[src/rtl/sha256_hasher_defines.svh]
// assertion helpers for the hasher
`ifndef SHA256_HASHER_DEFINES_SVH
`define SHA256_HASHER_DEFINES_SVH

// condition must never hold outside reset
`define SHAHS_ASSERT_NEVER(lbl, cond, msg) \
    lbl: assert property (@(posedge i_clk) disable iff (!i_rst_n) !(cond)) else $error(msg);

// antecedent implies consequent in the same cycle
`define SHAHS_ASSERT_IMPL(lbl, ante, cons, msg) \
    lbl: assert property (@(posedge i_clk) disable iff (!i_rst_n) (ante) |-> (cons)) \
        else $error(msg);

`endif

[src/rtl/shahs_pkg.sv]
package shahs_pkg;

    // input beat
    typedef struct packed {
        logic [7:0] message_byte;
        logic       byte_present;
        logic       end_of_message;
    } t_in;

    // result beat
    typedef struct packed {
        logic [31:0] digest_word;
        logic [2:0]  word_index;
        logic        last_word;
    } t_out;

    localparam int IN_DEPTH_DEF  = 4;
    localparam int OUT_DEPTH_DEF = 2;

    localparam logic [31:0] K_TABLE [64] = '{
        32'h428a2f98, 32'h71374491, 32'hb5c0fbcf, 32'he9b5dba5,
        32'h3956c25b, 32'h59f111f1, 32'h923f82a4, 32'hab1c5ed5,
        32'hd807aa98, 32'h12835b01, 32'h243185be, 32'h550c7dc3,
        32'h72be5d74, 32'h80deb1fe, 32'h9bdc06a7, 32'hc19bf174,
        32'he49b69c1, 32'hefbe4786, 32'h0fc19dc6, 32'h240ca1cc,
        32'h2de92c6f, 32'h4a7484aa, 32'h5cb0a9dc, 32'h76f988da,
        32'h983e5152, 32'ha831c66d, 32'hb00327c8, 32'hbf597fc7,
        32'hc6e00bf3, 32'hd5a79147, 32'h06ca6351, 32'h14292967,
        32'h27b70a85, 32'h2e1b2138, 32'h4d2c6dfc, 32'h53380d13,
        32'h650a7354, 32'h766a0abb, 32'h81c2c92e, 32'h92722c85,
        32'ha2bfe8a1, 32'ha81a664b, 32'hc24b8b70, 32'hc76c51a3,
        32'hd192e819, 32'hd6990624, 32'hf40e3585, 32'h106aa070,
        32'h19a4c116, 32'h1e376c08, 32'h2748774c, 32'h34b0bcb5,
        32'h391c0cb3, 32'h4ed8aa4a, 32'h5b9cca4f, 32'h682e6ff3,
        32'h748f82ee, 32'h78a5636f, 32'h84c87814, 32'h8cc70208,
        32'h90befffa, 32'ha4506ceb, 32'hbef9a3f7, 32'hc67178f2
    };

    localparam logic [31:0] H_INIT [8] = '{
        32'h6a09e667, 32'hbb67ae85, 32'h3c6ef372, 32'ha54ff53a,
        32'h510e527f, 32'h9b05688c, 32'h1f83d9ab, 32'h5be0cd19
    };

    localparam logic [7:0] PAD_MARK   = 8'h80;
    localparam logic [5:0] LEN_OFFSET = 6'd56;

endpackage

[src/rtl/sha256_hasher.sv]
// channel  | dir | handshake           | beat
// ---------+-----+---------------------+-------------------------------------
// input    | in  | push / full         | i_item: byte, byte flag, end flag
// result   | out | pop / empty         | o_result: digest word, index, last
//
// the engine takes message bytes while idle; every full 64-byte block then runs
// 64 rounds on one shared round unit plus the chaining add, taking no bytes meanwhile
// end of message: padding fills one or two blocks, then 8 word beats
// reset is synchronous, active low, and restores the initial hash values
// an input queue and an output queue let each side stall independently
module sha256_hasher #(
    parameter int IN_DEPTH  = shahs_pkg::IN_DEPTH_DEF,
    parameter int OUT_DEPTH = shahs_pkg::OUT_DEPTH_DEF
) (
    input  logic            i_clk,
    input  logic            i_rst_n,
    input  logic            push,
    output logic            full,
    input  shahs_pkg::t_in  i_item,
    input  logic            pop,
    output logic            empty,
    output shahs_pkg::t_out o_result
);
    import shahs_pkg::*;
    `include "sha256_hasher_defines.svh"

    t_in  f_item;
    logic f_empty, b_pop;
    logic b_push, res_full;
    t_out b_res;

    // classify and queue input beats
    shahs_front #(
        .DEPTH (IN_DEPTH)
    ) u_front (
        .i_clk   (i_clk),
        .i_rst_n (i_rst_n),
        .i_push  (push),
        .i_item  (i_item),
        .o_full  (full),
        .i_pop   (b_pop),
        .o_item  (f_item),
        .o_empty (f_empty)
    );

    // hashing engine
    shahs_back u_back (
        .i_clk   (i_clk),
        .i_rst_n (i_rst_n),
        .i_empty (f_empty),
        .i_item  (f_item),
        .o_pop   (b_pop),
        .i_full  (res_full),
        .o_push  (b_push),
        .o_res   (b_res)
    );

    // result queue
    shahs_fifo #(
        .WIDTH ($bits(t_out)),
        .DEPTH (OUT_DEPTH)
    ) u_out (
        .i_clk   (i_clk),
        .i_rst_n (i_rst_n),
        .i_push  (b_push),
        .i_data  (b_res),
        .o_full  (res_full),
        .i_pop   (pop),
        .o_data  (o_result),
        .o_empty (empty)
    );

    `SHAHS_ASSERT_NEVER(a_pop_busy, b_pop && b_push, "engine took a beat while emitting")
    `SHAHS_ASSERT_IMPL(a_last_idx, !empty, o_result.last_word == (o_result.word_index == 3'd7), "last flag off index")
    `SHAHS_ASSERT_IMPL(a_pop_valid, b_pop, !f_empty, "engine popped an empty queue")
endmodule

[src/rtl/shahs_fifo.sv]
module shahs_fifo #(
    parameter int WIDTH = 10,
    parameter int DEPTH = 4
) (
    input  logic             i_clk,
    input  logic             i_rst_n,
    input  logic             i_push,
    input  logic [WIDTH-1:0] i_data,
    output logic             o_full,
    input  logic             i_pop,
    output logic [WIDTH-1:0] o_data,
    output logic             o_empty
);
    localparam int AW = (DEPTH > 1) ? $clog2(DEPTH) : 1;
    localparam logic [AW-1:0] LAST = AW'(DEPTH - 1);
    localparam logic [AW:0]   FULL_CNT = (AW + 1)'(DEPTH);

    logic [WIDTH-1:0] r_mem [DEPTH];
    logic [AW-1:0]    r_wr, r_rd;
    logic [AW:0]      r_cnt;
    logic             do_push, do_pop;

    assign o_full  = (r_cnt == FULL_CNT);
    assign o_empty = (r_cnt == '0);
    assign do_push = i_push && !o_full;
    assign do_pop  = i_pop && !o_empty;
    assign o_data  = r_mem[r_rd];

    // pointers and fill count
    always_ff @(posedge i_clk) begin
        if (!i_rst_n) begin
            r_wr  <= '0;
            r_rd  <= '0;
            r_cnt <= '0;
        end else begin
            if (do_push) begin
                r_wr <= (r_wr == LAST) ? '0 : r_wr + 1'b1;
            end
            if (do_pop) begin
                r_rd <= (r_rd == LAST) ? '0 : r_rd + 1'b1;
            end
            if (do_push && !do_pop) begin
                r_cnt <= r_cnt + 1'b1;
            end else if (do_pop && !do_push) begin
                r_cnt <= r_cnt - 1'b1;
            end
        end
    end

    // storage
    always_ff @(posedge i_clk) begin
        if (do_push) begin
            r_mem[r_wr] <= i_data;
        end
    end
endmodule

[src/rtl/shahs_front.sv]
module shahs_front #(
    parameter int DEPTH = 4
) (
    input  logic           i_clk,
    input  logic           i_rst_n,
    input  logic           i_push,
    input  shahs_pkg::t_in i_item,
    output logic           o_full,
    input  logic           i_pop,
    output shahs_pkg::t_in o_item,
    output logic           o_empty
);
    import shahs_pkg::*;

    logic q_push;
    logic q_full;
    t_in  q_out;

    // beats with neither byte nor end are taken and dropped
    assign q_push = i_push && (i_item.byte_present || i_item.end_of_message);
    assign o_full = q_full;
    assign o_item = q_out;

    shahs_fifo #(
        .WIDTH ($bits(t_in)),
        .DEPTH (DEPTH)
    ) u_queue (
        .i_clk   (i_clk),
        .i_rst_n (i_rst_n),
        .i_push  (q_push),
        .i_data  (i_item),
        .o_full  (q_full),
        .i_pop   (i_pop),
        .o_data  (q_out),
        .o_empty (o_empty)
    );
endmodule

[src/rtl/shahs_back.sv]
module shahs_back (
    input  logic            i_clk,
    input  logic            i_rst_n,
    input  logic            i_empty,
    input  shahs_pkg::t_in  i_item,
    output logic            o_pop,
    input  logic            i_full,
    output logic            o_push,
    output shahs_pkg::t_out o_res
);
    import shahs_pkg::*;

    localparam logic [2:0] S_IDLE  = 3'd0;
    localparam logic [2:0] S_ROUND = 3'd1;
    localparam logic [2:0] S_ADD   = 3'd2;
    localparam logic [2:0] S_PAD   = 3'd3;
    localparam logic [2:0] S_OUT   = 3'd4;

    localparam logic [1:0] P_MARK = 2'd0;
    localparam logic [1:0] P_ZERO = 2'd1;
    localparam logic [1:0] P_LEN  = 2'd2;

    logic [2:0]   r_state, n_state;
    logic [511:0] r_blk, n_blk;
    logic [5:0]   r_pos, n_pos;
    logic [60:0]  r_cnt, n_cnt;
    logic [63:0]  r_bits, n_bits;
    logic         r_pad, n_pad;
    logic [1:0]   r_pst, n_pst;
    logic [2:0]   r_lidx, n_lidx;
    logic         r_last, n_last;
    logic [5:0]   r_rnd, n_rnd;
    logic [31:0]  r_v [8];
    logic [31:0]  n_v [8];
    logic [31:0]  r_h [8];
    logic [31:0]  n_h [8];
    logic [2:0]   r_oidx, n_oidx;

    logic         do_push;
    logic [7:0]   pb;
    logic [60:0]  cnt_inc;
    logic [31:0]  w0, w1, w9, w14, wnew, sg0, sg1;
    logic [31:0]  bs0, bs1, ch, mj, t1, t2;

    assign o_pop  = (r_state == S_IDLE) && !i_empty;
    assign o_push = (r_state == S_OUT);
    assign o_res  = '{digest_word: r_h[r_oidx], word_index: r_oidx,
                      last_word: (r_oidx == 3'd7)};

    // schedule window, oldest word at the top
    assign w0   = r_blk[511:480];
    assign w1   = r_blk[479:448];
    assign w9   = r_blk[223:192];
    assign w14  = r_blk[63:32];
    assign sg0  = {w1[6:0], w1[31:7]} ^ {w1[17:0], w1[31:18]} ^ (w1 >> 3);
    assign sg1  = {w14[16:0], w14[31:17]} ^ {w14[18:0], w14[31:19]} ^ (w14 >> 10);
    assign wnew = w0 + sg0 + w9 + sg1;

    // round function
    assign bs1 = {r_v[4][5:0], r_v[4][31:6]} ^ {r_v[4][10:0], r_v[4][31:11]}
               ^ {r_v[4][24:0], r_v[4][31:25]};
    assign ch  = (r_v[4] & r_v[5]) ^ (~r_v[4] & r_v[6]);
    assign t1  = r_v[7] + bs1 + ch + K_TABLE[r_rnd] + w0;
    assign bs0 = {r_v[0][1:0], r_v[0][31:2]} ^ {r_v[0][12:0], r_v[0][31:13]}
               ^ {r_v[0][21:0], r_v[0][31:22]};
    assign mj  = (r_v[0] & r_v[1]) ^ (r_v[0] & r_v[2]) ^ (r_v[1] & r_v[2]);
    assign t2  = bs0 + mj;
    assign cnt_inc = r_cnt + 61'd1;

    // sequencer
    always_comb begin
        n_state = r_state;
        n_blk   = r_blk;
        n_pos   = r_pos;
        n_cnt   = r_cnt;
        n_bits  = r_bits;
        n_pad   = r_pad;
        n_pst   = r_pst;
        n_lidx  = r_lidx;
        n_last  = r_last;
        n_rnd   = r_rnd;
        n_v     = r_v;
        n_h     = r_h;
        n_oidx  = r_oidx;
        do_push = 1'b0;
        pb      = '0;
        case (r_state)
            S_IDLE: begin
                if (!i_empty) begin
                    if (i_item.byte_present) begin
                        do_push = 1'b1;
                        pb      = i_item.message_byte;
                        n_cnt   = cnt_inc;
                    end
                    if (i_item.end_of_message) begin
                        n_pad   = 1'b1;
                        n_pst   = P_MARK;
                        n_lidx  = '0;
                        n_state = S_PAD;
                        n_bits  = {(i_item.byte_present ? cnt_inc : r_cnt), 3'b000};
                    end
                end
            end
            S_ROUND: begin
                n_v[7] = r_v[6];
                n_v[6] = r_v[5];
                n_v[5] = r_v[4];
                n_v[4] = r_v[3] + t1;
                n_v[3] = r_v[2];
                n_v[2] = r_v[1];
                n_v[1] = r_v[0];
                n_v[0] = t1 + t2;
                n_blk  = {r_blk[479:0], wnew};
                n_rnd  = r_rnd + 1'b1;
                if (r_rnd == 6'd63) begin
                    n_state = S_ADD;
                end
            end
            S_ADD: begin
                for (int i = 0; i < 8; i++) begin
                    n_h[i] = r_h[i] + r_v[i];
                end
                n_state = r_last ? S_OUT : (r_pad ? S_PAD : S_IDLE);
            end
            S_PAD: begin
                case (r_pst)
                    P_MARK: begin
                        do_push = 1'b1;
                        pb      = PAD_MARK;
                        n_pst   = P_ZERO;
                    end
                    P_ZERO: begin
                        if (r_pos == LEN_OFFSET) begin
                            n_pst = P_LEN;
                        end else begin
                            do_push = 1'b1;
                        end
                    end
                    default: begin
                        do_push = 1'b1;
                        pb      = r_bits[63:56];
                        n_bits  = {r_bits[55:0], 8'h00};
                        n_lidx  = r_lidx + 1'b1;
                        if (r_lidx == 3'd7) begin
                            n_last = 1'b1;
                        end
                    end
                endcase
            end
            S_OUT: begin
                if (!i_full) begin
                    n_oidx = r_oidx + 1'b1;
                    if (r_oidx == 3'd7) begin
                        n_h     = H_INIT;
                        n_cnt   = '0;
                        n_pad   = 1'b0;
                        n_last  = 1'b0;
                        n_state = S_IDLE;
                    end
                end
            end
            default: n_state = S_IDLE;
        endcase
        // byte into the block, full block starts the rounds
        if (do_push) begin
            n_blk = {r_blk[503:0], pb};
            n_pos = r_pos + 1'b1;
            if (r_pos == 6'd63) begin
                n_state = S_ROUND;
                n_rnd   = '0;
                n_v     = r_h;
            end
        end
    end

    // control and chain state
    always_ff @(posedge i_clk) begin
        if (!i_rst_n) begin
            r_state <= S_IDLE;
            r_pos   <= '0;
            r_cnt   <= '0;
            r_pad   <= 1'b0;
            r_pst   <= P_MARK;
            r_lidx  <= '0;
            r_last  <= 1'b0;
            r_rnd   <= '0;
            r_oidx  <= '0;
            r_h     <= H_INIT;
        end else begin
            r_state <= n_state;
            r_pos   <= n_pos;
            r_cnt   <= n_cnt;
            r_pad   <= n_pad;
            r_pst   <= n_pst;
            r_lidx  <= n_lidx;
            r_last  <= n_last;
            r_rnd   <= n_rnd;
            r_oidx  <= n_oidx;
            r_h     <= n_h;
        end
    end

    // datapath
    always_ff @(posedge i_clk) begin
        r_blk  <= n_blk;
        r_bits <= n_bits;
        r_v    <= n_v;
    end
endmodule
[config.mk]
export PLATFORM = sky130hd
export DESIGN_NAME = sha256_hasher
export DESIGN_NICKNAME = d
export VERILOG_FILES = /design/src/rtl/shahs_pkg.sv /design/src/rtl/sha256_hasher.sv /design/src/rtl/shahs_fifo.sv /design/src/rtl/shahs_front.sv /design/src/rtl/shahs_back.sv
export VERILOG_INCLUDE_DIRS = /design/src /design/src/rtl
export SDC_FILE = /design/constraint.sdc
export NUM_CORES = 2
export LEC_CHECK = 0
export BUFFER_PORTS_ARGS = -buffer_cell sky130_fd_sc_hd__buf_2
export CAP_MARGIN = 20
export CORE_ASPECT_RATIO = 0.5
export CORE_MARGIN = 3
export CORE_UTILIZATION = 60
export CTS_CLUSTER_SIZE = 24
export DETAILED_ROUTE_END_ITERATION = 6
export GPL_TIMING_DRIVEN = 0
export PLACE_DENSITY = 0.87
export SLEW_MARGIN = 20
export SYNTH_ARGS = -nofsm -noshare
export SYNTH_HDL_FRONTEND = slang
export SYNTH_SLANG_ARGS = --single-unit
[constraint.sdc]
create_clock -name i_clk -period 17.2 [get_ports i_clk]
set_input_delay 0 -clock i_clk [delete_from_list [all_inputs] [get_ports i_clk]]
set_output_delay 0 -clock i_clk [all_outputs]
set_load 0.1 [all_outputs]
Word level (Yosys, flattened, before mapping)
Memory sizes are Yosys's and may differ from the RTL's. A register that Yosys moved wholly into a read port is not among the register bits.
Index checks and enable logic that the tools add are counted.
{ "totals": {"regBits": 1185, "mem_bits_rw": 112, "word_cells": 226, "in_bits": 14, "output_inout_bits": 38, "memories": 3, "mem_bits_ro": 2048, "latchBits": 0} }
{ "classes": {"order_cmp": 2, "reduce_logical": 38, "n_mul": 0, "bitwise": 20, "n_shift": 0, "mux": 77, "div_mod_pow": 0, "n_eq_ne": 22, "n_addsub": 31} }
{ "memory_table": {"columns": ["name", "depth", "width", "read_ports", "rd_ports_with_merged_regs", "wr", "line_no", "source"], "rows": [
  ["(no name shown)", 64, 32, 1, 0, 0, "shahs_back.sv:63", "assign t1 = r_v[7] + bs1 + ch + K_TABLE[r_rnd] + w0;"],
  ["u_out.r_mem", 2, 36, 1, 1, 1, "shahs_fifo.sv:18", "logic [WIDTH-1:0] r_mem [DEPTH];"],
  ["u_front.u_queue.r_mem", 4, 10, 1, 1, 1, "shahs_fifo.sv:18", null]
]} }
{ "ops": {"columns": ["operator", "count"], "rows": [
  ["2-to-1 mux 256 bit", 5],
  ["2-to-1 mux 512 bit", 2],
  ["adder 32 bit", 18],
  ["one-hot mux 256 bit (2 select lines)", 1],
  ["bitwise XOR 32 bit", 9],
  ["2-to-1 mux 61 bit", 4],
  ["2-to-1 mux 64 bit", 3],
  ["AND 32 bit", 5],
  ["2-to-1 mux 32 bit", 4],
  ["one-hot mux 64 bit (2 select lines)", 1],
  ["one-hot mux 61 bit (2 select lines)", 1],
  ["binary-select mux 32 bit (select 3 bit)", 1],
  ["adder 61 x 1 -> 61 bit, second input constant", 1],
  ["2-to-1 mux 3 bit", 13],
  ["inverter 32 bit", 1],
  ["one-hot mux 8 bit (2 select lines)", 2],
  ["bitwise XOR 32 x 22 -> 32 bit", 1],
  ["bitwise XOR 32 x 29 -> 32 bit", 1],
  ["2-to-1 mux 2 bit", 10],
  ["== test 6 bit, second input constant", 3],
  ["2-to-1 mux 1 bit", 18],
  ["2-to-1 mux 6 bit", 3],
  ["2-to-1 mux 8 bit", 2],
  ["one-hot mux 3 bit (5 select lines)", 1],
  ["34 further kinds", 80]
]} }

Depth between registers and ports, before layout
{ "depth": {"ltp_word": 10, "mapped_depth": 41, "ltp_nobuf": 39} }

By module
Synthesis repeated with hierarchy kept, for this count alone.
{ "hier_totals": {"hier_cells": 9417, "area_unflattened_um2": 82454.1} }
{ "by_module_without_submodules": {"columns": ["module", "seq_area_each_um2", "area_each_um2", "cells_each", "n_inst"], "rows": [
  ["shahs_back", 29178.0, 77700.8, 9176, 1],
  ["shahs_fifo at u_out", 2262.2, 2829.0, 137, 1],
  ["shahs_fifo at u_front.u_queue", 1381.3, 1916.8, 103, 1],
  ["shahs_front", 0.0, 7.5, 1, 1]
]} }

Least setup slack after synthesis
Ideal clock, no wire load.
{ "synth_path": {"path_kind": "flip-flop to flip-flop", "from": "reg with a tool-made name", "to": "reg u_back.r_blk[0] (enable)", "path_stages_with_launch": 10, "t_required_ns": 13.561, "setup_slack_ns": 3.091, "path_buffers": 5, "period_less_slack_ns": 14.109, "setup_ns": 3.639, "t_arrival_ns": 10.469, "cell_sequence": "dfxtp_1 buf_6 mux4_2 buf_6 nand2_1 and2_1 clkbuf_1 clkbuf_1 clkbuf_1 nand2_1"} }
{ "synth_lines": {"columns": ["item", "line_no", "source"], "rows": [
  ["end signal: assignment", "shahs_back.sv:205", "r_blk <= n_blk;"],
  ["end: declaration", "shahs_back.sv:24", "logic [511:0] r_blk, n_blk;"]
]} }

==> impl_metrics.tcl <==
set metrics [dict create \
    status "completed" \
    clkTransAtPathRegs_ps 70 \
    syn_to_final_growth_pct 8.72 \
    r2r_start "u_back.r_rnd[1]" \
    vias_per_cell 6.56 \
    clock_path_buffers 3 \
    fin_crit_ps 12990 \
    drc 0 \
    die_y_um 267 \
    synth_top_cell_by_area "edfxtp_1" \
    num_vias 75400 \
    synth_seq_cells 1297 \
    htreeDepth 3 \
    wl_per_cell_um 27.5 \
    drt_iter0_markers 11700 \
    path_class "flip-flop to flip-flop" \
    crit_path_top_delay_cell "xor2_1" \
    post_dp_cell_area_um2 84800 \
    dpl_worst_slack_ps 4810 \
    firstDrtPassIters 7 \
    endpoint_kind "flip-flop" \
    synth.area.top_cells "edfxtp_1 (25%), dfxtp_1 (15%), nand2_1 (11%)" \
    clkSinkCount 1297 \
    hpwl_mm 240 \
    min_path_type "input pin to flip-flop" \
    cts_tree "yes" \
    synth_compound_area_frac 0.151 \
    slew_headroom 0.0619 \
    syn-cell-area_um2 81900 \
    ant_nets 0 \
    clock_skew_ps 27.9 \
    fin_ws_ps 4210 \
    worstPathArrival_ps 13700 \
    synthXorXnorAreaFrac 0.0668 \
    synthCells 9390 \
    synth-edff-count 685 \
    yosys.area_share.simple 0.189 \
    synth_fa_ha_area_frac 0.111 \
    ios 52 \
    cp-startpoint "u_back.r_rnd[1]" \
    synthArstFlopShare 0 \
    drive_above_1_share 0.0506 \
    final-setup-viol-count 0 \
    groute.usage.overall 0.435 \
    fin_crit_sh 0.755 \
    synth_cell_types 99 \
    tightest_slew_ps 1400 \
    start_kind "flip-flop" \
    clock.fmax_mhz 77.0 \
    report.final.hold_viol_count 0 \
    drv_cap 0 \
    first_global_vias 70200 \
    synth_mux_area_frac 0.0383 \
    synth.most_common_cell "nand2_1" \
    synth_nets 10000 \
    fin_area_um2 89000 \
    dieArea_um2 141000 \
    num-fill-cells 10700 \
    syn_area_per_cell_um2 8.72 \
    portBuffers 51 \
    drv_slew 0 \
    synth-seq-area-share 0.401 \
    worst_ep_required_time_ps 17910 \
    core-area_um2 135000 \
    synth_top_family_by_area "simple AND/OR/NAND/NOR gates" \
    finalWirelength_mm 316 \
    hold_ws_ps 263 \
    clk_latency_ps 790 \
    grt_start_max_net_pins 62 \
    hold_start "pop" \
    cts_inserted_buffers 114 \
    grt_pass1_wl_mm 454 \
    rsz0062_at_grt "false" \
    synth_warnings 0 \
    synth_ff_type "edfxtp_1" \
    gp_congestion 1.09 \
    nNetsFinal 10200 \
    start_util 0.607 \
    die_x_um 528 \
    synth_top_cell_area_share 0.251 \
    rows 95 \
    cts_root_buf "clkbuf_16" \
    worstPathMaxFanout 14 \
    grt-ovfl-total 0 \
    ys_top_cells_by_count "nand2_1 (2323), nor2_1 (719), edfxtp_1 (685), dfxtp_1 (612), o21ai_0 (523)" \
    antenna_found_initial 13 \
    max_stage_delay_ps 990 \
]
==> logic make-up after synthesis <==
| kind of cell | Yosys count |
|---|---|
| muxes | 201 |
| buffers and inverters | 944 |
| and+or+nand+nor | 3706 |
| AOI/OAI and AO/OA | 2011 |
| adders and majority gates | 607 |
| DFF | 1297 |
| xor gates and xnor gates | 624 |
==> routing by layer <==
layer  global-route usage  routed length [um]  part of all wire  vias to the layer above
met4                0.255               22600             0.072                       10
li1                     -                   -                 -                    32900
met1                0.563              116000              0.37                    35700
met5                    0                  56           0.00018                        -
met2                0.645              132000              0.42                     5638
met3                0.134               45800              0.14                     1169
==> registers in the layout, indices dropped and copies added, names as in the netlist, named ones only <==
name	count
u_out.r_cnt	2
u_front.u_queue.r_cnt	3
u_back.r_v	256
u_back.r_pos	6
u_back.r_blk	512
u_back.r_last	1
u_back.r_cnt	61
u_out.r_wr	1
u_front.u_queue.r_wr	2
u_back.r_lidx	3
u_back.r_h	256
u_out.r_mem	72
u_back.r_rnd	6
u_back.r_pad	1
u_back.r_bits	61
u_back.r_oidx	3
u_front.u_queue.r_rd	2
u_back.r_state	3
u_out.r_rd	1
u_back.r_pst	2
u_front.u_queue.r_mem	40
==> layout make-up <==
cell class                      count  area (um2)  share of cell area
Antenna cell                        3        7.51           0.0000844
Buffer                            564        2170              0.0243
Clock buffer                      155        3250              0.0365
Clock inverter                     52         648             0.00728
Inverter                          380        1430              0.0160
Multi-Input combinational cell   7149       45600               0.512
Sequential cell                  1297       32800               0.369
Tap cell                         1794        2240              0.0252
Timing Repair Buffer               92         861             0.00967
==> cell usage in the layout, fill, tap and decap left out, types with 44 or more instances in the layout <==
master / count
fa_1: 196
xnor2_1: 411
nand3_1: 152
a22oi_1: 74
edfxtp_1: 685
a21o_1: 175
a31oi_1: 262
o22ai_1: 47
nand2b_1: 58
nor3_1: 138
buf_1: 44
mux4_2: 71
mux2i_1: 48
o21a_1: 67
nor2b_1: 66
and3_1: 55
a21oi_1: 516
nor2_1: 716
clkbuf_16: 118
nand2_1: 2321
o21bai_1: 46
buf_2: 56
xor2_1: 205
dfxtp_1: 612
mux2_2: 73
clkbuf_1: 512
o21ai_0: 523
ha_1: 408
inv_1: 377
==> worst max-delay path, delay by kind of cell (launching register included) <==
kind | cells | cell delay (ps)
AO/OA/AOI/OAI | 17 | 3830
XOR/XNOR | 1 | 990
adder cells (fa/ha/maj) | 7 | 3170
buffers and inverters | 6 | 2460
flip-flops | 1 | 670
multiplexers | 1 | 560
AND/OR/NAND/NOR | 5 | 1210
==> per-stage QoR <==
step | cells | utilization | setup TNS, ps
finish | 11500 | 0.660 | 0
CTS | 11500 | 0.659 | 0
global route | 11500 | 0.660 | 0
global placement | 11200 | 0.625 | -1440370
detailed placement | 11300 | 0.629 | 0
floorplan | 9390 | - | 0
==> path summary, 6_finish.rpt <==
kind	end	slack (ps)	cells past startpoint
min	u_out.r_rd	260	5
max reg2reg	u_back.r_v[253]	4210	37
min reg2reg	u_back.r_lidx[2]	480	2
max	u_back.r_v[253]	4210	37
==> repair_timing <==
item / 4_1_cts / 5_1_grt
hold endpoints to repair: 49 / 0
hold buffers: 23 / 0
resized for setup: 0 / 0
buffers inserted: 0 / 0
Power is not shown: default switching activity piles up to over one toggle a cycle in this logic, so the estimate is an artifact.
